### src/sv/tcce_pkg.sv
// Types and constants for the text console engine.
// No dependencies.
`default_nettype none
package tcce_pkg;
  typedef enum logic [1:0] {
    CMD_PUT = 2'd0, CMD_SET = 2'd1, CMD_CLR = 2'd2, CMD_RD = 2'd3
  } cmd_t;
  typedef struct packed {
    logic [1:0] cmd;
    logic [7:0] ch;
    logic [7:0] col;
    logic [7:0] row;
  } in_item_t;
  typedef struct packed {
    logic [6:0] cursor_col;
    logic [4:0] cursor_row;
    logic [7:0] cell_char;
    logic [7:0] cell_attr;
    logic       out_of_range;
  } out_item_t;
  localparam logic [7:0] CH_BS    = 8'h08;
  localparam logic [7:0] CH_TAB   = 8'h09;
  localparam logic [7:0] CH_LF    = 8'h0A;
  localparam logic [7:0] CH_CR    = 8'h0D;
  localparam logic [7:0] CH_SPACE = 8'h20;
  localparam logic [7:0] ATTR_RST = 8'h07;
  localparam logic       REG_ENABLE = 1'b0;
  localparam logic       REG_ATTR   = 1'b1;
endpackage
`default_nettype wire

### src/sv/tcce_front.sv
// Front end: accepts commands into a two-entry queue.
// Depends on tcce_pkg.
`default_nettype none
module tcce_front
  import tcce_pkg::*;
(
  input  wire logic     clk,
  input  wire logic     rst_n,
  input  wire logic     in_valid,
  output logic          in_ready,
  input  wire in_item_t in_item,
  output logic          q_valid,
  input  wire logic     q_pop,
  output in_item_t      q_item
);
  in_item_t   mem_r [2];
  logic       wp_r, rp_r;
  logic [1:0] cnt_r;
  logic       push;

  assign in_ready = (cnt_r != 2'd2);
  assign push     = in_valid && in_ready;
  assign q_valid  = (cnt_r != 2'd0);
  assign q_item   = mem_r[rp_r];

  always_ff @(posedge clk) begin
    if (push) begin
      mem_r[wp_r] <= in_item;
    end
    if (!rst_n) begin
      wp_r  <= 1'b0;
      rp_r  <= 1'b0;
      cnt_r <= 2'd0;
    end else begin
      if (push) wp_r <= ~wp_r;
      if (q_pop) rp_r <= ~rp_r;
      cnt_r <= cnt_r + {1'b0, push} - {1'b0, q_pop};
    end
  end
endmodule
`default_nettype wire

### config.mk
export PLATFORM = sky130hd
export DESIGN_NAME = tcce_front
export DESIGN_NICKNAME = d
export VERILOG_FILES = /design/src/sv/tcce_pkg.sv /design/src/sv/tcce_front.sv
export SDC_FILE = /design/constraint.sdc
export NUM_CORES = 1
export LEC_CHECK = 0
export ABC_CLOCK_PERIOD_IN_PS = 3390
export BUFFER_PORTS_ARGS = -buffer_cell sky130_fd_sc_hd__buf_2
export CELL_PAD_IN_SITES_DETAIL_PLACEMENT = 0
export CELL_PAD_IN_SITES_GLOBAL_PLACEMENT = 1
export CORE_MARGIN = 2
export CORE_UTILIZATION = 48
export CTS_BUF_LIST = sky130_fd_sc_hd__clkbuf_4 sky130_fd_sc_hd__clkbuf_8
export DETAILED_ROUTE_END_ITERATION = 10
export GPL_TIMING_DRIVEN = 0
export PLACE_DENSITY_LB_ADDON = 0.1
export SLEW_MARGIN = 5
export SYNTH_ARGS = -nofsm -noshare
export SYNTH_HDL_FRONTEND = slang
export SYNTH_SLANG_ARGS = --single-unit
### constraint.sdc
create_clock -name clk -period 3.39 [get_ports clk]
set_input_delay 0.1695 -clock clk [delete_from_list [all_inputs] [get_ports clk]]
set_output_delay 0.1695 -clock clk [all_outputs]
set_load 0.02 [all_outputs]
==> flow_summary_export.csv, run 1 <==
group,metric,value,unit
layout,fin_nets,208,
floorplanning,dieWidth,70.9,um
global_route,antenna_found_initial,0,
global_route,overflow,0,
yosys,synth_area,2150,sq um
yosys,syn_avg_cell_area,19.7,sq um
yosys,yosysTopAreaCell,"edfxtp_1",
critical_path,crit_chain,"nand2b_1 > and3_1",
floorplanning,die_area,5030,sq um
placed_design,hpwlAfterDp,2.25,mm
global_route,grt_pass1_vias,1212,
critical_path,cp-end-kind,"register",
yosys,yosysWarnings,0,
yosys,syn_inst,109,
layout,n_fill_cell,345,
placed_design,placed_cell_area,2500,sq um
clock_tree,insertion_delay,320,ps
yosys,synth-compound-area-share,0.0210,
yosys,synth_flop_cell,"edfxtp_1",
yosys,async_flop_share,0,
timing,post-route-period-util,0.582,
floorplanning,die_y,70.9,um
detailed_routing,wire_per_inst,14.8,um
detailed_routing,drtIter0Drc,87,
yosys,synth_cell_type_count,23,
hold_path,hold-path-cell-count,1,
layout,antennaDiodeCount,0,
job,drv_cap,0,
layout,drive_above_1_share,0.569,
timing,fin_worst_skew,6.51,ps
pwr,pwr_density_cell,617,nW/um^2
clock_tree,post_cts_buffers,0,
critical_path,start_kind,"register",
clock_tree,cts_hold_buffers,0,
critical_path,crit_family,"simple AND/OR/NAND/NOR gates",
critical_path,path_depth,2,
critical_path,crit_buf_inv,0,
detailed_routing,first_pass_iters,4,
floorplanning,start_util,0.497,
timing,max_slew_margin,0.188,
critical_path,ff2ff_path_depth,2,
yosys,synthXorXnorAreaFrac,0.00815,
outcome,status,"complete, no violations",
pwr,leakagePower,0.00104,uW
clock_tree,clock-sinks,57,
critical_path,slowest_delay,1000,ps
yosys,synth.area.top_cells,"edfxtp_1 (73%), mux2_2 (14%), dfxtp_1 (4.7%), buf_6 (1.0%), and2_1 (0.87%)",
yosys,muxShareOfSynthArea,0.141,
timing,final.setup.tns,0,ps
layout,areaGrowthSynthToFinish,24.0,%
detailed_routing,drt-total-wl,3.44,mm
placed_design,place_congestion,0.679,
floorplanning,rows,24,
clock_tree,cts_made_buffers,9,
yosys,synth_top_area_share,0.727,
global_route,grt_start_max_net_pins,27,
critical_path,worst_ep_arrival_time,1900,ps
clock_tree,cts_buffer_depth,2,
layout,postLayoutCoreUtil,0.616,
clock_tree,cts-resized-gates,0,
clock_tree,tritoncts,"built",
hold_path,hold_class,"input port to register",
timing,fmax,0.507,GHz
timing,hold_violations,0,
yosys,synth_edf_count,52,
yosys,synth-simple-area-share,0.0344,
critical_path,path_max_fanout,26,
detailed_routing,via_count,1168,
clock_tree,htreeDepth,3,
timing,rsz0062_at_grt,"false",
floorplanning,pin_count,58,
detailed_routing,drc,0,
detailed_routing,ant_nets,0,
critical_path,crit_slowest_cell,"and3_1",
yosys,synth_fp_nets,140,
timing,tightestPinTransition,1220,ps
clock_tree,clock-root-buffer,"clkbuf_8",
yosys,synth-seq-cells,57,
yosys,yosysSeqAreaShare,0.773,
layout,final_area,2660,sq um
clock_tree,clk_pin_slew_worst_paths,60,ps
timing,maxSlewViolCount,0,
yosys,synthAdderAreaFrac,0.00582,
critical_path,critPathRequiredTime,3320,ps
yosys,synth_top_family_by_area,"multiplexers",
timing,finalSetupViolCount,0,
global_route,grt_usage,0.147,
pwr,peakVddDrop,0.310,mV
critical_path,crit_type,"register to register",
placed_design,port_buffers,57,
floorplanning,core,4320,sq um
global_route,grt_first_pass_wirelength,5.47,mm
detailed_routing,routed_via_density,5.01,
timing,timing.hold.ws,38.2,ps
timing,post-route-min-period,1970,ps
## where the power goes
part	switching [uW]	internal (uW)
Clock	227	300
Combinational	152	107
Sequential	17.5	841
## cell usage after synthesis (2+ instances only)
library cell  instances
dfxtp_1               5
and2_1                3
nand3b_1              2
mux2_2               26
nand2_1               2
edfxtp_1             52
buf_6                 2
inv_1                 2
## layer usage
layer  global-route usage  wire [um]  vias up
met3               0.0413        199        7
met5                    0          0        -
met2                0.238       1790       40
met1                0.173       1390      564
li1                     -          -      557
met4               0.0943         61        0
## placed cells by master (no fill, tap or decap), types with 2 or more instances in the layout
cell      instances
nand2_1           2
buf_6             2
mux2_2           26
nand3b_1          2
clkbuf_4          5
inv_1             2
buf_2            58
edfxtp_1         52
dfxtp_1           5
clkbuf_8          9
and2_1            3
## worst register-to-register path, cell delays in order, from the launching register on
cell      delay [ps]
dfxtp_1          380
nand2b_1         200
and3_1          1000
## final timing paths
path,startpoint,to,slack (ps)
hold reg to reg,wp_r,wp_r,560
setup reg to reg,cnt_r[0],mem_r[1][5],1420
hold / removal,in_item[1],mem_r[1][1],40
setup / recovery,cnt_r[0],mem_r[1][5],1420
## cell type report
cell class,instances,area (sq um),area share
clock buffer,14,161,0.0606
sequential,57,1660,0.624
tap,52,65.1,0.0244
multi-input combinational,47,452,0.170
buffer,3,27.5,0.0103
inverter,2,7.51,0.00282
timing repair buffer,57,285,0.107
clock inverter,1,3.75,0.00141
## logic make-up (layout without fill, tap and decap cells)
group,Yosys count,after routing
compound gates,5,5
simple gates,12,12
mux,27,27
fa+ha+maj,1,1
buf+inv,5,77
xor+xnor,2,2
flops,57,57
## metrics by stage
| stage | power, uW | setup slack (ps) | instances |
|---|---|---|---|
| floorplan | 1040 | 1600 | 109 |
| global placement | 1130 | 1390 | 218 |
| detailed placement | 1140 | 1360 | 218 |
| CTS | 1670 | 1350 | 233 |
| global route | 1720 | 1230 | 233 |
| finish | 1640 | 1420 | 233 |
## flip-flops by register name, summed over array words and instances (netlist names), named ones only
name and cells:
mem_r 52, rp_r 1, cnt_r 2, wp_r 1
(Power assumes the default switching activity.)
==> run 2, diff against run 1 <==
Settings changed: ABC_CLOCK_PERIOD_IN_PS 3390 to 1780, CORE_UTILIZATION 48 to 40.
Clock period 3.39 ns to 1.78 ns, I/O delays scaled along.
==> flow_summary_export.csv, run 2 (synthesized netlist as in run 1, its figures left out) <==
group,metric,value,unit
critical_path,critPathRequiredTime,1730,ps
floorplanning,pin_count,58,
detailed_routing,first_pass_iters,4,
timing,fin_ws,150,ps
global_route,antenna_found_initial,0,
detailed_routing,routed_via_density,4.58,
layout,antennaDiodeCount,0,
layout,layout_common_cells,"buf_2 (58), edfxtp_1 (52), mux2_2 (26), dlygate4sd3_1 (26), clkbuf_8 (9)",
pwr,peakVddDrop,0.602,mV
layout,areaGrowthSynthToFinish,37.7,%
global_route,grt_first_pass_wirelength,6.00,mm
critical_path,crit_type,"register to register",
detailed_routing,drtIter0Drc,51,
critical_path,worst_ep_arrival_time,1580,ps
placed_design,placed_cell_area,2520,sq um
detailed_routing,via_count,1279,
critical_path,cp-end-kind,"register",
outcome,status,"complete, no violations",
floorplanning,rows,26,
layout,regMostFlops,"mem_r",
timing,post-route-min-period,1630,ps
floorplanning,core,5140,sq um
floorplanning,die_y,77.3,um
timing,fin_worst_skew,4.65,ps
critical_path,crit_start,"cnt_r[0]",
global_route,grt_start_max_net_pins,27,
global_route,grt_usage,0.136,
timing,tightestPinTransition,652,ps
layout,fin_nets,235,
placed_design,hpwlAfterDp,2.31,mm
pwr,leakagePower,0.00113,uW
detailed_routing,drt-total-wl,3.86,mm
layout,drive_above_1_share,0.507,
critical_path,reg2reg_from,"cnt_r[0]",
timing,maxSlewViolCount,0,
hold_path,hp-start,"rst_n",
pwr,pwr-share-comb,0.176,
clock_tree,insertion_delay,320,ps
pwr,internal-power,2360,uW
layout,largest_reg_flops,52,
detailed_routing,ant_nets,0,
clock_tree,tritoncts,"built",
clock_tree,htreeDepth,3,
global_route,overflow,0,
floorplanning,die_area,5970,sq um
detailed_routing,drc,0,
timing,hold_violations,0,
clock_tree,cts_buffer_depth,2,
detailed_routing,wire_per_inst,13.8,um
layout,largest_registers,"mem_r: 52 flops, cnt_r: 2 flops",
placed_design,port_buffers,57,
placed_design,place_congestion,0.639,
hold_path,hold_class,"input port to register",
pwr,power_switching,791,uW
timing,finalSetupViolCount,0,
placed_design,place_ws,-146,ps
floorplanning,dieWidth,77.3,um
layout,final_common_cell,"buf_2",
floorplanning,start_util,0.418,
timing,rsz0062_at_grt,"false",
pwr,pwr_density_cell,1070,nW/um^2
clock_tree,cts_made_buffers,9,
clock_tree,post_cts_buffers,0,
timing,max_slew_margin,0.565,
clock_tree,clk_pin_slew_worst_paths,60,ps
layout,final_area,2960,sq um
timing,fmax,0.614,GHz
critical_path,start_kind,"register",
clock_tree,clock-root-buffer,"clkbuf_8",
timing,post-route-period-util,0.916,
pwr,switching_share,0.251,
clock_tree,clock-sinks,57,
global_route,grt_pass1_vias,1355,
job,drv_cap,0,
pwr,seqPwrFrac,0.519,
pwr,clkPwrFrac,0.305,
critical_path,path_max_fanout,13,
==> run 2: changes by cell type in the layout (fill, tap and decap cells not counted), moves of 3 or more <==
cell | before | now
clkinvlp_4 | 0 | 3
dlygate4sd3_1 | 0 | 26
clkbuf_4 | 5 | 2
clkinv_1 | 1 | 4
==> run 2: power by group through the flow <==
stage | logic (uW) | clock network (uW) | registers, uW
3_3_place_gp | 494 | 0 | 1660
5_1_grt | 602 | 1060 | 1650
2_1_floorplan | 338 | 0 | 1650
3_5_place_dp | 505 | 0 | 1660
6_report | 554 | 961 | 1640
4_1_cts | 555 | 1010 | 1640
==> run 2: per-layer routing <==
metal / up-vias / wire length [um] / global-route usage / share of wire
met5: - / 0 / 0 / 0
met4: 0 / 25 / 0.0696 / 0.0065
met3: 4 / 273 / 0.0565 / 0.071
met2: 45 / 2050 / 0.240 / 0.53
met1: 617 / 1510 / 0.138 / 0.39
li1: 613 / - / - / -
==> run 2: layout make-up <==
class / instances / area, sq um
clock buffer: 11 / 139
clock inverter: 5 / 22.5
multi-input combinational: 47 / 455
tap: 70 / 87.6
sequential: 57 / 1660
timing repair buffer: 83 / 546
timing repair inverter: 1 / 7.51
buffer: 3 / 27.5
inverter: 2 / 11.3
fill: 439 / 2180
==> run 2: through the flow <==
stage | setup TNS, ps | instances | total power (uW) | hold slack (ps) | util
global placement | -2460 | 236 | 2150 | 276 | 0.491
global route | 0 | 279 | 3310 | 74.5 | 0.576
CTS | 0 | 278 | 3200 | 64.2 | 0.574
detailed placement | -3760 | 236 | 2170 | 281 | 0.491
finish | 0 | 279 | 3150 | 89.2 | 0.576
floorplan | 0 | 109 | 1990 | 188 | -
==> run 2: what timing repair did <==
action | CTS | global route
hold buffers | 26 | 0
resized for setup | 1 | 3
endpoints found under the setup margin | 26 | 26
endpoints found under the hold margin | 52 | 0
gates cloned | 0 | 1
==> run 2: worst max-delay path, stage by stage, from the launching register on <==
cell        delay, ps
dfxtp_1           340
nand2b_2          220
nand3b_1          280
clkinvlp_4        420
==> run 2: path summary, 6_finish.rpt <==
check	to	slack, ps	cells past startpoint
worst min register to register	wp_r	580	2
worst max register to register	mem_r[0][17]	150	3
worst max-delay path	mem_r[0][17]	150	3
worst min-delay path	cnt_r[1]	90	2
==> run 3, diff against run 2 <==
Settings changed: PLACE_DENSITY_LB_ADDON 0.1 to 0.2.
==> flow_summary_export.csv, run 3 (synthesized netlist as in run 1, its figures left out) <==
group,metric,value,unit
detailed_routing,routed_via_density,4.49,
critical_path,worst_ep_arrival_time,1590,ps
pwr,pwr_density_cell,1070,nW/um^2
floorplanning,core,5140,sq um
layout,layout_common_cells,"buf_2 (58), edfxtp_1 (52), mux2_2 (26), dlygate4sd3_1 (26), clkbuf_8 (9)",
timing,fmax,0.613,GHz
global_route,grt_first_pass_wirelength,5.85,mm
detailed_routing,via_count,1254,
hold_path,hold-path-cell-count,2,
global_route,grt_start_max_net_pins,27,
outcome,status,"complete, no violations",
clock_tree,insertion_delay,320,ps
job,drv_cap,0,
detailed_routing,drtIter0Drc,36,
critical_path,critPathRequiredTime,1740,ps
timing,timing.hold.ws,87.7,ps
clock_tree,clock-sinks,57,
layout,final_common_cell,"buf_2",
clock_tree,tritoncts,"built",
floorplanning,pin_count,58,
clock_tree,cts_buffer_depth,2,
hold_path,hp-start,"rst_n",
pwr,leakagePower,0.00114,uW
timing,max_slew_margin,0.582,
clock_tree,clock-root-buffer,"clkbuf_8",
critical_path,cp-end-kind,"register",
detailed_routing,first_pass_iters,4,
detailed_routing,drc,0,
detailed_routing,wire_per_inst,14.0,um
critical_path,timing.rr.end,"mem_r[0][19]",
timing,post-route-period-util,0.916,
layout,seqCellArea,1660,sq um
clock_tree,htreeDepth,3,
global_route,grt_usage,0.134,
critical_path,path_max_fanout,13,
layout,areaGrowthSynthToFinish,37.6,%
clock_tree,cts_made_buffers,9,
layout,multi_input_area,453,sq um
layout,antennaDiodeCount,0,
layout,fin_nets,235,
hold_path,hold_class,"input port to register",
global_route,grt_pass1_vias,1311,
layout,regMostFlops,"mem_r",
timing,finalSetupViolCount,0,
timing,maxSlewViolCount,0,
global_route,overflow,0,
clock_tree,clk_pin_slew_worst_paths,60,ps
critical_path,reg2reg_from,"cnt_r[1]",
timing,hold_violations,0,
floorplanning,die_y,77.3,um
layout,largest_reg_flops,52,
timing,post-route-min-period,1630,ps
layout,drive_above_1_share,0.507,
floorplanning,die_area,5970,sq um
layout,largest_registers,"mem_r: 52 flops, cnt_r: 2 flops",
hold_path,hold_path_end,"cnt_r[1]",
timing,rsz0062_at_grt,"false",
pwr,peakVddDrop,0.592,mV
timing,fin_worst_skew,8.65,ps
critical_path,ff2ff_path_depth,3,
floorplanning,rows,26,
placed_design,port_buffers,57,
critical_path,crit_type,"register to register",
placed_design,place_congestion,0.617,
critical_path,r2r_setup_slack,150,ps
critical_path,start_kind,"register",
layout,postLayoutCoreUtil,0.575,
timing,tightestPinTransition,628,ps
global_route,antenna_found_initial,0,
floorplanning,start_util,0.418,
detailed_routing,ant_nets,0,
floorplanning,dieWidth,77.3,um
detailed_routing,drt-total-wl,3.91,mm
placed_design,hpwlAfterDp,2.33,mm
layout,n_fill_cell,436,
==> run 3: through the flow <==
step	setup TNS [ps]	area, sq um	total power (uW)	cells	worst slack [ps]
final	0	2960	3150	279	149
after CTS	0	2950	3200	278	40.7
after global placement	-1700	2520	2150	236	-66.9
after global routing	0	2960	3300	279	43.0
after detailed placement	-3240	2520	2170	236	-126
after floorplan	0	2150	1990	109	81.2
==> run 3: layer usage <==
layer / global-route usage / vias up / routed length (um)
met3: 0.0412 / 6 / 181
met4: 0.0857 / 0 / 53
met1: 0.131 / 597 / 1570
met2: 0.243 / 39 / 2100
li1: - / 612 / -
met5: 0 / - / 0
==> run 3: where the power goes <==
| part | internal [uW] | total [uW] | switching (uW) |
|---|---|---|---|
| Clock | 518 | 967 | 449 |
| Sequential | 1600 | 1630 | 34.4 |
| Combinational | 243 | 555 | 312 |
==> run 3: repair_timing <==
item                                    CTS  global route
endpoints found under the hold margin    52             0
cloned                                    0             1
gates resized for setup                   1             1
endpoints found under the setup margin   26            26
setup buffers                             0             0
hold buffers                             26             0
==> run 3: critical path, stage by stage (launching register included) <==
cell	delay (ps)
dfxtp_1	410
nand2b_1	160
nand3b_1	300
clkinvlp_4	400
==> run 3: layout make-up <==
| type | instances | share of cell area |
|---|---|---|
| tap | 70 | 0.0296 |
| timing repair inverter | 1 | 0.00254 |
| sequential | 57 | 0.562 |
| clock inverter | 5 | 0.00762 |
| timing repair buffer | 83 | 0.185 |
| clock buffer | 11 | 0.0470 |
| inverter | 2 | 0.00381 |
| multi-input combinational | 47 | 0.153 |
| buffer | 3 | 0.00931 |
==> run 3: worst max path at each step <==
stage / startpoint / to / slack [ps] / cells after the start
after floorplan: cnt_r[0] / mem_r[0][0] / 80 / 3
after global placement: cnt_r[0] / mem_r[0][21] / -70 / 3
after detailed placement: cnt_r[0] / mem_r[0][22] / -130 / 3
after CTS: cnt_r[1] / mem_r[0][19] / 40 / 3
after global routing: cnt_r[1] / mem_r[0][15] / 40 / 3
final: cnt_r[1] / mem_r[0][19] / 150 / 3
